### src/hw/rtl/fprb_pkg.sv
package fprb_pkg;

    localparam int RING_DEPTH  = 32;
    localparam int HANDLE_BITS = 32;

    localparam int IDX_W = (RING_DEPTH > 1) ? $clog2(RING_DEPTH) : 1;
    localparam int CNT_W = $clog2(RING_DEPTH + 1);
    localparam int SUM_W = IDX_W + 1;

    localparam logic CMD_PUSH  = 1'b0;
    localparam logic CMD_FETCH = 1'b1;

    typedef logic [HANDLE_BITS-1:0] t_handle;

    typedef struct packed {
        logic               cmd;
        logic [31:0]        frame_handle;
        logic signed [63:0] frame_time;
        logic signed [63:0] now_time;
    } t_in_item;

    typedef struct packed {
        logic               current_valid;
        logic [31:0]        current_handle;
        logic signed [63:0] current_time;
    } t_out_item;

    // commands from the controller to the datapath
    typedef struct packed {
        logic push;
        logic load_now;
        logic anchor;
        logic diff;
        logic target;
        logic pop;
    } t_ctrl_cmd;

    // status from the datapath back to the controller
    typedef struct packed {
        logic empty;
        logic due;
    } t_dp_status;

    typedef enum logic [5:0] {
        S_IDLE   = 6'b000001,
        S_READ   = 6'b000010,
        S_ANCHOR = 6'b000100,
        S_DIFF   = 6'b001000,
        S_TARGET = 6'b010000,
        S_SCAN   = 6'b100000
    } t_state;

    function automatic t_handle to_handle(input logic [31:0] h);
        logic [HANDLE_BITS+31:0] wide;
        wide = {{HANDLE_BITS{1'b0}}, h};
        return wide[HANDLE_BITS-1:0];
    endfunction

    function automatic logic [31:0] from_handle(input t_handle h);
        logic [HANDLE_BITS+31:0] wide;
        wide = {32'd0, h};
        return wide[31:0];
    endfunction

endpackage

### src/hw/rtl/fprb_ctrl.sv
module fprb_ctrl (
    input  logic                   i_clk,
    input  logic                   i_rst_n,
    input  logic                   start,
    input  logic                   i_cmd,
    input  fprb_pkg::t_dp_status   i_status,
    output fprb_pkg::t_ctrl_cmd    o_cmd,
    output logic                   busy,
    output logic                   o_strobe
);

    fprb_pkg::t_state r_state, n_state;
    logic             r_strobe, n_strobe;
    logic             accept;
    logic             pop_now;

    assign busy    = (r_state != fprb_pkg::S_IDLE);
    assign accept  = start && !busy;
    assign pop_now = (r_state == fprb_pkg::S_SCAN) && !i_status.empty && i_status.due;

    always_comb begin
        o_cmd          = '0;
        o_cmd.push     = accept && (i_cmd == fprb_pkg::CMD_PUSH);
        o_cmd.load_now = accept && (i_cmd == fprb_pkg::CMD_FETCH);
        o_cmd.anchor   = (r_state == fprb_pkg::S_ANCHOR);
        o_cmd.diff     = (r_state == fprb_pkg::S_DIFF);
        o_cmd.target   = (r_state == fprb_pkg::S_TARGET);
        o_cmd.pop      = pop_now;
    end

    always_comb begin
        n_state  = r_state;
        n_strobe = 1'b0;
        case (r_state)
            fprb_pkg::S_IDLE: begin
                if (accept && (i_cmd == fprb_pkg::CMD_FETCH)) begin
                    n_state = fprb_pkg::S_READ;
                end
            end
            fprb_pkg::S_READ:   n_state = fprb_pkg::S_ANCHOR;
            fprb_pkg::S_ANCHOR: n_state = fprb_pkg::S_DIFF;
            fprb_pkg::S_DIFF:   n_state = fprb_pkg::S_TARGET;
            fprb_pkg::S_TARGET: n_state = fprb_pkg::S_SCAN;
            fprb_pkg::S_SCAN: begin
                // one entry per cycle until the ring is empty or the head is not yet due
                if (!pop_now) begin
                    n_state  = fprb_pkg::S_IDLE;
                    n_strobe = 1'b1;
                end
            end
            default: n_state = fprb_pkg::S_IDLE;
        endcase
    end

    always_ff @(posedge i_clk) begin
        if (!i_rst_n) begin
            r_state  <= fprb_pkg::S_IDLE;
            r_strobe <= 1'b0;
        end else begin
            r_state  <= n_state;
            r_strobe <= n_strobe;
        end
    end

    assign o_strobe = r_strobe;

endmodule

### config.mk
export PLATFORM = sky130hd
export DESIGN_NAME = fprb_ctrl
export DESIGN_NICKNAME = d
export VERILOG_FILES = /design/src/hw/rtl/fprb_pkg.sv /design/src/hw/rtl/fprb_ctrl.sv
export SDC_FILE = /design/constraint.sdc
export NUM_CORES = 1
export LEC_CHECK = 0
export BUFFER_PORTS_ARGS = -buffer_cell sky130_fd_sc_hd__buf_4
export CORE_AREA = 2 2 39 41
export CTS_CLUSTER_DIAMETER = 40
export DETAILED_ROUTE_END_ITERATION = 12
export DIE_AREA = 0 0 41 43
export SLEW_MARGIN = 0
export SYNTH_ARGS = -nofsm -noshare
export SYNTH_HDL_FRONTEND = slang
export SYNTH_SLANG_ARGS = --single-unit
export TNS_END_PERCENT = 1
### constraint.sdc
create_clock -name i_clk -period 2.3 [get_ports i_clk]
set_clock_uncertainty 0.1 [all_clocks]
set_input_delay 0.46 -clock i_clk [delete_from_list [all_inputs] [get_ports i_clk]]
set_output_delay 0.46 -clock i_clk [all_outputs]
set_load 0.05 [all_outputs]
After elaboration in Yosys (flattened, before gate mapping)
Index checks and enable logic that the tools add are counted.

Register bits after elaboration: 7. Input port bits: 6. Output and inout port bits: 8. Logic and storage cells: 25.

Equality and inequality tests: 9. Muxes and demuxes: 4. Bitwise logic cells: 1. Reduce and logical (&&, ||, !) cells: 9.

Operators by type and width (count): $pmux 6 s6 (1); $mux 6 (2); $eq 6x1->1 const B (1); $eq 6x2->1 const B (1); $eq 6x3->1 const B (1); $eq 6x4->1 const B (1); $eq 6x5->1 const B (1); $eq 6x6->1 const B (1); $ne 6x1->1 const B (1); $logic_and 1x1->1 (5); $ne 2x2->1 const B (2); $reduce_and 2->1 (2); $logic_not 1->1 (2); $mux 1 (1); $not 1->1 (1).

Depth between registers and ports, before layout
Depth in word-level cells: 6. Mapped depth: 5. Depth with buffers taken out: 4.

Worst setup path after synthesis
OpenSTA, ideal clock, no wires.

Path type: register to output. Start: register r_state[2]. End: output o_cmd[5] in the netlist's numbering. Arrival: 2.534 ns. Setup slack: -0.794 ns. Cell stages (with the launch flop): 5. Cell sequence: dfxtp_1 buf_4 nor4b_1 nand2b_1 nor3b_1.

RTL lines: start: declaration (line fprb_ctrl.sv:12) `fprb_pkg::t_state r_state, n_state;`; start signal: assignment (line fprb_ctrl.sv:57) `r_state <= fprb_pkg::S_IDLE;`; start signal: assignment (line fprb_ctrl.sv:60) `r_state <= n_state;`; end: declaration (line fprb_ctrl.sv:7) `output fprb_pkg::t_ctrl_cmd o_cmd,`.

==> flow_summary.yaml <==
clocking:
  cts.sinks: 7
  cts_buffer_depth: 2
  root_buffer: "clkbuf_4"
  cts_max_level: 1
  clk_pin_slew_ps: 50
  cts_buffers: 3
  worstSkewPairLatency_ps: 250
  tritoncts: "built"
layout:
  fin_area_um2: 581.8
  area_growth_syn_to_layout_pct: 35.57
  drive_gt1_share_pct: 45.90
  antenna_cells: 0
  ff_latch_area_um2: 140.1
  multi_input_area_um2: 279.0
  fill_cells: 136
  nets: 68
setup_path:
  critical_path_class: "reg2out"
  crit_fanout: 7
  cp.arrival_ps: 1680
  path_cells: "or2_2, or3_1, nor3_2, buf_6"
  critical_path.max_stage_delay_ps: 380
  cp_num_buf_inv: 1
  end_kind: "output port"
  cpMaxStageDelayCell: "or3_1"
  cp_top_family: "simple AND/OR/NAND/NOR gates"
  critPathLaunchType: "flop"
  crit_required_ps: 1740
grt:
  grt_pass1_vias: 366
  grt_max_degree: 11
  gr-usage-all-layers_pct: 12.96
  grt-ovfl-total: 0
  antenna_found_initial: 0
  grt_pass1_wl_mm: 1.538
drt:
  vias: 409
  firstDrtPassIters: 4
  viasPerCell: 5.312
  drtAntennaViolNets: 0
  wl_per_cell_um: 12.29
  routed_wirelength_um: 946
  drc: 0
  drtIter0Drc: 8
synth:
  synth_area_per_cell_um2: 9.330
  synth_top_cell_area_share_pct: 32.65
  yosys_warnings: 0
  postSynthCellCount: 46
  yosysTopAreaCell: "dfxtp_1"
  synth_seq_cells: 7
  synth_nets: 52
  netlist_area_um2: 429.2
  netlist-cell-type-count: 31
  yosysSeqAreaShare_pct: 32.65
  synth.top_cells.by_area: "dfxtp_1 (33%), nor4b_1 (4.1%), nor3_4 (3.8%)"
floorplan:
  die_area_mm2: 0.001763
  chipWidth_um: 41
  rows: 14
  fp.dieH_um: 43
  ios: 14
  initial_core_util_pct: 31.01
  coreArea_mm2: 0.001384
sta:
  setup_viol: 0
  min_period_ps: 2240
  max-slew-margin-rel_pct: 76.99
  timing.final.hold_violations: 0
  rsz0062_at_grt: "false"
  worst_slew_pin_slew_ps: 344.6
  drv_slew: 0
  holdWs_ps: 332.1
  period_share_pct: 97.38
  max_freq_mhz: 446.5
power_and_ir_drop:
  vdd_ir_drop_max_uv: 199.1
  power.switching_mw: 0.09362
  pwr-share-seq_pct: 40.6
  power_density_mw_per_mm2: 548.4
  p_comb_share_pct: 24.1
  intPower_mw: 0.2254
  p_clk_share_pct: 35.3
  swShare_pct: 29.35
  power.leakage_nw: 0.2438
flow_run:
  maxCapViolations: 0
place:
  hpwl_um: 684.8
  io_buffer_count: 13
  post_dp_cell_area_um2: 530.5
  gp_congestion: 0.7467
hold_path:
  min_path_type: "in2reg"
status:
  outcome: "finished, final reports clean"
metal layers:
metal	vias to the layer above	GRT usage, %	part of all wire (%)
met5	-	0	0
met4	0	8.000	2.7
met3	4	3.141	4.4
met2	13	17.81	48
met1	187	17.42	45
li1	205	-	-
sequential cells by signal, indices dropped and copies added, names as in the netlist:
signal    count
r_state       6
o_strobe      1
layout make-up:
cell class	instances	area share (%)
clock buffers	4	4.516
well taps	16	3.441
inverters	1	0.6452
flip-flops and latches	7	24.09
multi-input cells	35	47.96
repair buffers	14	19.35
Yosys cell counts, drive strengths merged:
cell / count
nor4: 2
nand2: 2
and3: 1
o22a: 1
or3: 1
nor4b: 3
nand4bb: 1
xor2: 1
nor2: 3
o211a: 1
nor2b: 1
or2: 1
and2: 1
o211ai: 1
o21ai: 3
a221oi: 1
nor3: 3
a21oi: 2
dfxtp: 7
inv: 1
or4b: 1
nand2b: 2
mux2i: 1
buf: 3
nor3b: 1
or4: 1
cells in the final DEF (no fill, tap or decap):
cell	Yosys	routed
buf_4	2	12
dfxtp_1	7	7
nor2_1	3	3
clkbuf_4	0	3
nand2b_1	2	2
nor4b_2	1	2
nand2_1	2	2
nor4_1	2	2
a21oi_1	2	2
buf_6	1	2
inv_1	1	1
or2_2	1	1
nor3_1	2	1
and3_1	1	1
or4_4	0	1
or3_1	1	1
nor3_2	0	1
nand4bb_1	1	1
or4b_4	1	1
nor3_4	1	1
nor3b_2	0	1
o22a_2	1	1
o21ai_2	1	1
and2_2	1	1
mux2i_1	1	1
xor2_1	1	1
o21ai_0	1	1
o211ai_1	1	1
a221oi_1	1	1
o21ai_1	1	1
o211a_1	1	1
nor2b_1	1	1
nor4b_1	2	1
clkbuf_1	0	1
final timing paths:
kind / endpoint / cells after the start / slack (ps) / startpoint
setup / recovery: o_cmd[3] / 4 / 60 / r_state[4]
hold / removal: r_state[0] / 2 / 330 / i_rst_n
setup reg to reg: r_state[2] / 5 / 520 / r_state[1]
hold reg to reg: o_strobe / 1 / 420 / r_state[5]
power groups by stage:
stage	Sequential (mW)	Clock, mW	Combinational [mW]
after floorplan	0.129	0	0.0546
after global placement	0.132	0	0.0721
after detailed placement	0.131	0	0.0718
after CTS	0.129	0.116	0.0742
after global routing	0.130	0.124	0.0828
final	0.129	0.113	0.0770
stage by stage:
stage	cells	TNS [ps]	power, mW	setup WS, ps	util, %
after floorplan	46	-304.8	0.1833	-304.8	-
after global placement	72	0	0.2037	272.5	38.34
after detailed placement	72	0	0.2031	280.0	38.34
after CTS	76	0	0.3198	19.10	40.96
after global routing	77	0	0.3368	7.063	42.04
final	77	0	0.3190	60.35	42.04
timing repair:
action / in CTS / in global routing
gates resized for setup: 2 / 2
pin swaps: 0 / 1
endpoints found under the setup margin: 1 / 3
buffers inserted: 0 / 1
hold buffers: 0 / 0
cells by family (layout without fill, tap and decap cells):
logic type / count (synthesis) / in the layout / share of synthesized area, %
and+or+nand+nor: 24 / 24 / 40.82
muxes: 1 / 1 / 2.332
AOI/OAI and AO/OA: 9 / 9 / 15.16
buffers and inverters: 4 / 19 / 6.995
xor gates and xnor gates: 1 / 1 / 2.041
DFF: 7 / 7 / 32.65
(Power assumes the default switching activity.)
