**config.mk**
```make
export PLATFORM = sky130hd
export DESIGN_NAME = fprb_dp
export DESIGN_NICKNAME = d
export VERILOG_FILES = /design/src/hw/rtl/fprb_pkg.sv /design/src/hw/rtl/fprb_dp.sv
export SDC_FILE = /design/constraint.sdc
export NUM_CORES = 2
export LEC_CHECK = 0
export BUFFER_PORTS_ARGS = -buffer_cell sky130_fd_sc_hd__buf_2
export CORE_MARGIN = 1.5
export CORE_UTILIZATION = 36
export DETAILED_ROUTE_END_ITERATION = 7
export PLACE_DENSITY = 0.57
export SETUP_SLACK_MARGIN = 0.2
export SLEW_MARGIN = 5
export SYNTH_ARGS = -nofsm -noshare
export SYNTH_HDL_FRONTEND = slang
export SYNTH_SLANG_ARGS = --single-unit
```
**constraint.sdc**
```tcl
create_clock -name i_clk -period 18.1 [get_ports i_clk]
set_input_delay 2.715 -clock i_clk [delete_from_list [all_inputs] [get_ports i_clk]]
set_output_delay 2.715 -clock i_clk [all_outputs]
set_load 0.005 [all_outputs]
```
**src/hw/rtl/fprb_pkg.sv**
```systemverilog
package fprb_pkg;

    localparam int RING_DEPTH  = 32;
    localparam int HANDLE_BITS = 32;

    localparam int IDX_W = (RING_DEPTH > 1) ? $clog2(RING_DEPTH) : 1;
    localparam int CNT_W = $clog2(RING_DEPTH + 1);
    localparam int SUM_W = IDX_W + 1;

    localparam logic CMD_PUSH  = 1'b0;
    localparam logic CMD_FETCH = 1'b1;

    typedef logic [HANDLE_BITS-1:0] t_handle;

    typedef struct packed {
        logic               cmd;
        logic [31:0]        frame_handle;
        logic signed [63:0] frame_time;
        logic signed [63:0] now_time;
    } t_in_item;

    typedef struct packed {
        logic               current_valid;
        logic [31:0]        current_handle;
        logic signed [63:0] current_time;
    } t_out_item;

    // commands from the controller to the datapath
    typedef struct packed {
        logic push;
        logic load_now;
        logic anchor;
        logic diff;
        logic target;
        logic pop;
    } t_ctrl_cmd;

    // status from the datapath back to the controller
    typedef struct packed {
        logic empty;
        logic due;
    } t_dp_status;

    typedef enum logic [5:0] {
        S_IDLE   = 6'b000001,
        S_READ   = 6'b000010,
        S_ANCHOR = 6'b000100,
        S_DIFF   = 6'b001000,
        S_TARGET = 6'b010000,
        S_SCAN   = 6'b100000
    } t_state;

    function automatic t_handle to_handle(input logic [31:0] h);
        logic [HANDLE_BITS+31:0] wide;
        wide = {{HANDLE_BITS{1'b0}}, h};
        return wide[HANDLE_BITS-1:0];
    endfunction

    function automatic logic [31:0] from_handle(input t_handle h);
        logic [HANDLE_BITS+31:0] wide;
        wide = {32'd0, h};
        return wide[31:0];
    endfunction

endpackage

```
**src/hw/rtl/fprb_dp.sv**
```systemverilog
module fprb_dp (
    input  logic                   i_clk,
    input  logic                   i_rst_n,
    input  logic                   i_cfg_we,
    input  logic                   i_cfg_wdata,
    input  fprb_pkg::t_in_item     i_item,
    input  fprb_pkg::t_ctrl_cmd    i_cmd,
    output fprb_pkg::t_dp_status   o_status,
    output fprb_pkg::t_out_item    o_result
);

    localparam int IDX_W = fprb_pkg::IDX_W;
    localparam int CNT_W = fprb_pkg::CNT_W;
    localparam int SUM_W = fprb_pkg::SUM_W;
    localparam int DEPTH = fprb_pkg::RING_DEPTH;

    fprb_pkg::t_handle mem_handle [DEPTH];
    logic [63:0]       mem_time   [DEPTH];

    logic              r_enable;
    logic [IDX_W-1:0]  r_head, n_head;
    logic [CNT_W-1:0]  r_count, n_count;
    logic              r_anchored;
    logic [63:0]       r_anchor_media;
    logic [63:0]       r_anchor_sys;
    logic [63:0]       r_now;
    logic [63:0]       r_target;
    fprb_pkg::t_handle r_sel_handle;
    logic [63:0]       r_sel_time;
    fprb_pkg::t_handle r_rd_handle;
    logic [63:0]       r_rd_time;

    fprb_pkg::t_handle in_handle;
    logic              full;
    logic              push_ok;
    logic [SUM_W-1:0]  tail_sum;
    logic [IDX_W-1:0]  tail;
    logic [IDX_W-1:0]  head_inc;

    assign in_handle = fprb_pkg::to_handle(i_item.frame_handle);
    assign full      = (r_count == CNT_W'(DEPTH));
    assign push_ok   = i_cmd.push && (in_handle != '0) && r_enable;
    assign head_inc  = (r_head == IDX_W'(DEPTH - 1)) ? '0 : r_head + IDX_W'(1);

    // a full ring drops its oldest entry, so the new one lands on the old head
    always_comb begin
        tail_sum = SUM_W'(r_head) + SUM_W'(r_count);
        if (tail_sum >= SUM_W'(DEPTH)) begin
            tail_sum = tail_sum - SUM_W'(DEPTH);
        end
        tail = full ? r_head : tail_sum[IDX_W-1:0];
    end

    always_comb begin
        n_head  = r_head;
        n_count = r_count;
        if (push_ok) begin
            if (full) begin
                n_head = head_inc;
            end else begin
                n_count = r_count + CNT_W'(1);
            end
        end else if (i_cmd.pop) begin
            n_head  = head_inc;
            n_count = r_count - CNT_W'(1);
        end
    end

    always_ff @(posedge i_clk) begin
        if (push_ok) begin
            mem_handle[tail] <= in_handle;
            mem_time[tail]   <= i_item.frame_time;
        end
        // read follows the head as it will be after this edge
        r_rd_handle <= mem_handle[n_head];
        r_rd_time   <= mem_time[n_head];
    end

    always_ff @(posedge i_clk) begin
        if (!i_rst_n) begin
            r_enable       <= 1'b1;
            r_head         <= '0;
            r_count        <= '0;
            r_anchored     <= 1'b0;
            r_anchor_media <= '0;
            r_anchor_sys   <= '0;
            r_sel_handle   <= '0;
            r_sel_time     <= '0;
        end else begin
            if (i_cfg_we) begin
                r_enable <= i_cfg_wdata;
            end
            r_head  <= n_head;
            r_count <= n_count;
            if (i_cmd.anchor && !r_anchored && (r_count != '0)) begin
                r_anchored     <= 1'b1;
                r_anchor_media <= r_rd_time;
                r_anchor_sys   <= r_now;
            end
            if (i_cmd.pop) begin
                r_sel_handle <= r_rd_handle;
                r_sel_time   <= r_rd_time;
            end
        end
    end

    always_ff @(posedge i_clk) begin
        if (i_cmd.load_now) begin
            r_now <= i_item.now_time;
        end
        if (i_cmd.diff) begin
            r_target <= r_now - r_anchor_sys;
        end else if (i_cmd.target) begin
            r_target <= r_anchor_media + r_target;
        end
    end

    assign o_status.empty = (r_count == '0);
    assign o_status.due   = ($signed(r_rd_time) <= $signed(r_target));

    assign o_result.current_valid  = (r_sel_handle != '0);
    assign o_result.current_handle = fprb_pkg::from_handle(r_sel_handle);
    assign o_result.current_time   = r_sel_time;

endmodule

```
Word level (Yosys, flattened, before mapping)
Memories as Yosys holds them, arrays and structs flattened. A register that Yosys moved wholly into a read port is not among the register bits.
Index checks and enable logic that the tools add are counted.
- bits in registers: 365
- bits in writable memories: 3072
- input bits: 171
- output and inout bits: 99
- memories: 2
- add/sub/neg operators: 7
- order comparisons: 2
- equality and inequality tests: 3
- mux-type cells: 13
- reductions and logical operators: 12
- memory list (name ; depth ; bits a word ; rd ports ; clocked after memory_dff ; wr ports ; RTL line ; text):
    mem_time ; 32 ; 64 ; 1 ; 1 ; 1 ; fprb_dp.sv:18 ; logic [63:0] mem_time [DEPTH];
    mem_handle ; 32 ; 32 ; 1 ; 1 ; 1 ; fprb_dp.sv:17 ; fprb_pkg::t_handle mem_handle [DEPTH];
- operator list (operator ; number):
    2-to-1 mux 64 bit ; 2
    adder 64 bit ; 1
    less-or-equal comparator 64 bit ; 1
    nonzero test 32 bit ; 2
    subtractor 64 bit ; 1
    2-to-1 mux 5 bit ; 6
    2-to-1 mux 6 bit ; 3
    adder 5 x 6 -> 6 bit ; 1
    adder 6 x 1 -> 6 bit, second input constant ; 1
    equality test 6 bit, second input constant ; 1
    greater-or-equal comparator 6 bit, second input constant ; 1
    zero test 6 bit ; 1
    nonzero test 6 bit ; 1
    subtractor 6 x 1 -> 6 bit, second input constant ; 1
    adder 5 x 1 -> 5 bit, second input constant ; 1
    equality test 5 bit, second input constant ; 1
    subtractor 5 x 1 -> 5 bit, second input constant ; 1
    logical AND 1 bit ; 4
    nonzero test 2 bit ; 2
    2-to-1 mux 1 bit ; 2
    inequality test 2 bit, second input constant ; 1
    AND reduction 2 bit ; 1
    zero test 1 bit ; 1

Depth between registers and ports, before layout
- depth in word-level cells: 5
- gate-level depth with buffers: 15
- depth with buffers taken out: 13

Worst setup path before layout
OpenSTA, ideal clock, no wires.
- kind: input to register
- start: input port i_item[141] in the netlist's numbering
- end: memory mem_handle[18][0] in the netlist's numbering (enable)
- library setup time: 0.552 ns
- arrival time: 7.754 ns
- slack: 9.794 ns
- stages: 7
- buffers on the path: 0
- cell sequence: nor4_1 > and4_1 > a21oi_4 > inv_1 > nor2_1 > nand2_1 > nor2_1
- word-level cells in the longest chain between the ends: 5
- RTL lines (item ; RTL line ; text):
    start, declared ; fprb_dp.sv:6 ; input fprb_pkg::t_in_item i_item,
    nonzero test 32 bit ; fprb_dp.sv:42 ; assign push_ok = i_cmd.push && (in_handle != '0) && r_enable;
    logical AND 1 bit (2 in a row) ; fprb_dp.sv:42 ;
    2-to-1 mux 1 bit ; fprb_dp.sv:70 ; if (push_ok) begin
    2-to-1 mux 1 bit (implied by the code) ; fprb_dp.sv:71 ; mem_handle[tail] <= in_handle;
    end, declared ; fprb_dp.sv:17 ;
Every way passes these cells.

Final worst setup path
- start: input port i_item[131] in the netlist's numbering
- end: register r_rd_time[8], read port of mem_time
- word-level cells in the longest chain between the ends: 4
- RTL lines (item ; RTL line ; text):
    nonzero test 32 bit ; fprb_dp.sv:42 ;
    logical AND 1 bit (2 in a row) ; fprb_dp.sv:42 ;
    2-to-1 mux 5 bit ; fprb_dp.sv:57 ; if (push_ok) begin
    end, declared ; fprb_dp.sv:31 ; logic [63:0] r_rd_time;
Every way passes these cells.
A chain may end at the register's enable or synchronous reset.

==> metrics.cfg <==
[pwr]
switchingPower_w=0.006538
leakage_nw=58.73
power.density_mw_per_mm2=132.2
vdd_ir_drop_max_mv=0.08374
pwr-share-clk_pct=34.6
intPower_w=0.01513
power_w=0.02167
swShare_pct=30.17
p_comb_share_pct=20.1
seq_power_share_pct=45.4

[timing]
period_needed_ps=8627
finalCritPeriodShare_pct=47.66
setup_viol=0
tightest_slew_ps=1259
setup_slack_ps=9474
rsz0062_at_grt=no
finalHoldViolations=0
fmaxAchievable_mhz=115.9
slew_viol_final=0
tns_ps=0
slew_headroom_pct=16.08
fin_skew_ps=94.05

[setup_path]
worstPathRequired_ps=18820
cp_slowest_stage_delay_ps=810
ff2ff_setup_slack_ps=11860
cp_top_family=simple AND/OR/NAND/NOR gates
start_kind=input port
cpMostUsedCell=buf_4
slowest_stage=buf_4
crit_chain=buf_2 > nor4_1 > and4_1 > a21oi_4 > mux2i_4 > mux2i_4 > buf_4 > buf_4 > buf_4 > nand2_1 > nand3_1 > a21oi_1 > or4_1 > nor4_2
end_kind=register
crit_type=in2reg
path_buf_inv=4
cp.arrival_ps=9350
worstPathMaxFanout=77

[yosys]
ys_seq_area_share_pct=70.87
yosys_most_used_dff=edfxtp_1
async_flop_share_pct=0
synth_enable_flop_cells=3200
ys_ff_latch=3533
syn_area_mm2=0.1450
synthTopCellsByArea=edfxtp_1 (66%), nand2_1 (8.9%), dfxtp_1 (4.6%)
syn_area_per_cell_um2=12.15
yosysTopAreaCell=edfxtp_1
synth.net_count=12310
yosysWarnings=0
synth_cells=11940
ys_types=79
synth_top_area_share_pct=66.28

[drt]
antenna_left=0
top_layer=met5
met3_length_um=30020
viasPerCell=5.334
firstDrtPassIters=6
route.detailed.drc=0
wl_met1_um=182300
routedWlPerCell_um=24.12
totalWireLength_um=426400
drt_iter0_drc=8805
dr_wl_met2_um=202000
num_vias=94290

[clock_tree]
h-tree-depth=5
cts_buffer_depth=4
cts_setup_buffers=0
cts_hold_buf=0
clk_pin_slew_worst_paths_ps=60
cts.sinks=3533
cts-root-buf=clkbuf_16
numCtsBuffers=380
clock_latency_ps=990
cts_tree=done
ctsResizeCount=0

[hold_path]
hp-class=reg2reg

[final_layout]
fin_util_pct=40.98
nets=12450
area_growth_pct=13.06
drive_gt1_share_pct=8.667
n_fill_cell=37260

[global_route]
grt_pass1_wl_um=616200
grt_max_degree=206
antenna_found_initial=80
grt_overflow_total=0
grt_usage_pct=20.31
first_global_vias=89030

[die]
initial_core_util_pct=36.25
chipHeight_um=637.6
rows=232
dieArea_mm2=0.4066
core_area_mm2=0.4000
die_w_um=637.6
io_pins=270

[job]
max_cap_viol_count=0

[placed_design]
place_congestion=0.8489
dp_slack_ps=8579
port-buffer-count=268
hpwl_um=224800

[status]
status=complete, no violations

==> area by class of cell <==
class,instances,area (um2),share of cell area [%]
Multi-Input combinational cell,7518,38850,23.70
Clock inverter,177,1627,0.9923
Tap cell,5265,6588,4.019
Clock buffer,526,10320,6.297
Timing Repair Buffer,474,3107,1.895
Inverter,164,615.6,0.3755
Sequential cell,3533,102800,62.69
Antenna cell,21,52.55,0.03206
==> per-stage QoR <==
stage,instance area (um2),cells,hold slack (ps)
after global routing,163900,17670,479.2
final,163900,17680,445.2
after floorplan,145000,11940,441.4
after detailed placement,151900,16950,458.1
after global placement,151900,16950,452.3
after CTS,163900,17660,439.9
==> worst register-to-register path, cell delays in order, from the launching register on <==
cell and delay, ps:
dfxtp_1 350, nand2_1 210, a21oi_4 420, mux2i_4 540, mux2i_4 400, buf_4 660
buf_4 840, buf_4 760, nand2_1 210, nand3_1 110, a21oi_1 80, or4_1 580
nor4_2 800
==> power groups by stage <==
stage               Sequential, W  Clock [W]  Combinational [W]
floorplan                 0.00987          0            0.00295
global placement           0.0100          0            0.00432
detailed placement         0.0100          0            0.00434
CTS                       0.00984    0.00762            0.00436
global route              0.00988    0.00792            0.00481
finish                    0.00983    0.00749            0.00435
==> kinds of logic after synthesis <==
family	after synthesis	synth area share [%]
AOI/OAI and AO/OA	1593	6.539
adders and majority gates	204	1.781
buffers and inverters	885	2.623
DFF	3533	70.87
and+or+nand+nor	5472	16.54
xor gates and xnor gates	119	0.7188
muxes	130	0.9303
==> cells in the mapped netlist, types with 13 or more instances <==
library cell	n
a211oi_1	19
a21boi_0	143
a21o_1	122
a21oi_1	755
a31oi_1	207
and2_1	19
and3_1	210
buf_1	53
buf_2	291
buf_4	29
clkbuf_1	347
dfxtp_1	333
edfxtp_1	3200
ha_1	200
inv_1	162
mux2i_1	121
nand2_1	3443
nand2b_1	23
nand3_1	1175
nand4_1	48
nor2_1	139
nor2b_1	122
nor3_1	18
nor4_1	120
o21a_1	19
o21ai_0	119
o21bai_1	21
o22ai_1	99
o31ai_1	15
or2_2	13
or3_1	14
or4_1	98
xnor2_1	71
xor2_1	48
==> flip-flops by register name, summed over array words and instances (netlist names) <==
name / flops
r_count: 6
r_rd_time: 64
r_sel_time: 64
r_sel_handle: 32
r_anchor_media: 64
r_rd_handle: 32
mem_handle: 1024
r_enable: 1
r_head: 5
r_anchor_sys: 64
mem_time: 2048
r_now: 64
r_anchored: 1
r_target: 64
==> routing by layer <==
layer  vias to the layer above  track usage (%)
met5                         -                0
met4                        46            5.487
met3                       705            3.301
met2                      3179            33.47
met1                     46990            27.79
li1                      43380                -
==> worst paths after layout <==
| check | startpoint | end | cells past startpoint |
|---|---|---|---|
| worst max-delay path | i_item[131] | r_rd_time[8] | 14 |
| worst min-delay path | r_rd_handle[27] | r_sel_handle[27] | 2 |
| worst max register to register | r_enable | r_rd_time[8] | 12 |
| worst min register to register | r_rd_handle[27] | r_sel_handle[27] | 2 |
==> layout by cell type, fill, tap and decap left out, drive strengths merged, types with 18 or more instances in the layout <==
cell	count
xnor2	71
clkinv	139
ha	200
clkbuf	527
nor2b	122
o21a	19
and3	210
a21boi	144
a211oi	19
o21ai	121
a31oi	207
a21o	122
nor4	122
nand4	48
nor2	139
edfxtp	3200
mux2i	123
nand2	3445
o22ai	100
diode	21
buf	473
o21bai	21
nand3	1175
and2	19
nor3	18
inv	179
or4	98
a21oi	756
dfxtp	333
xor2	48
nand2b	23
Power figures use the tool's default switching activity.
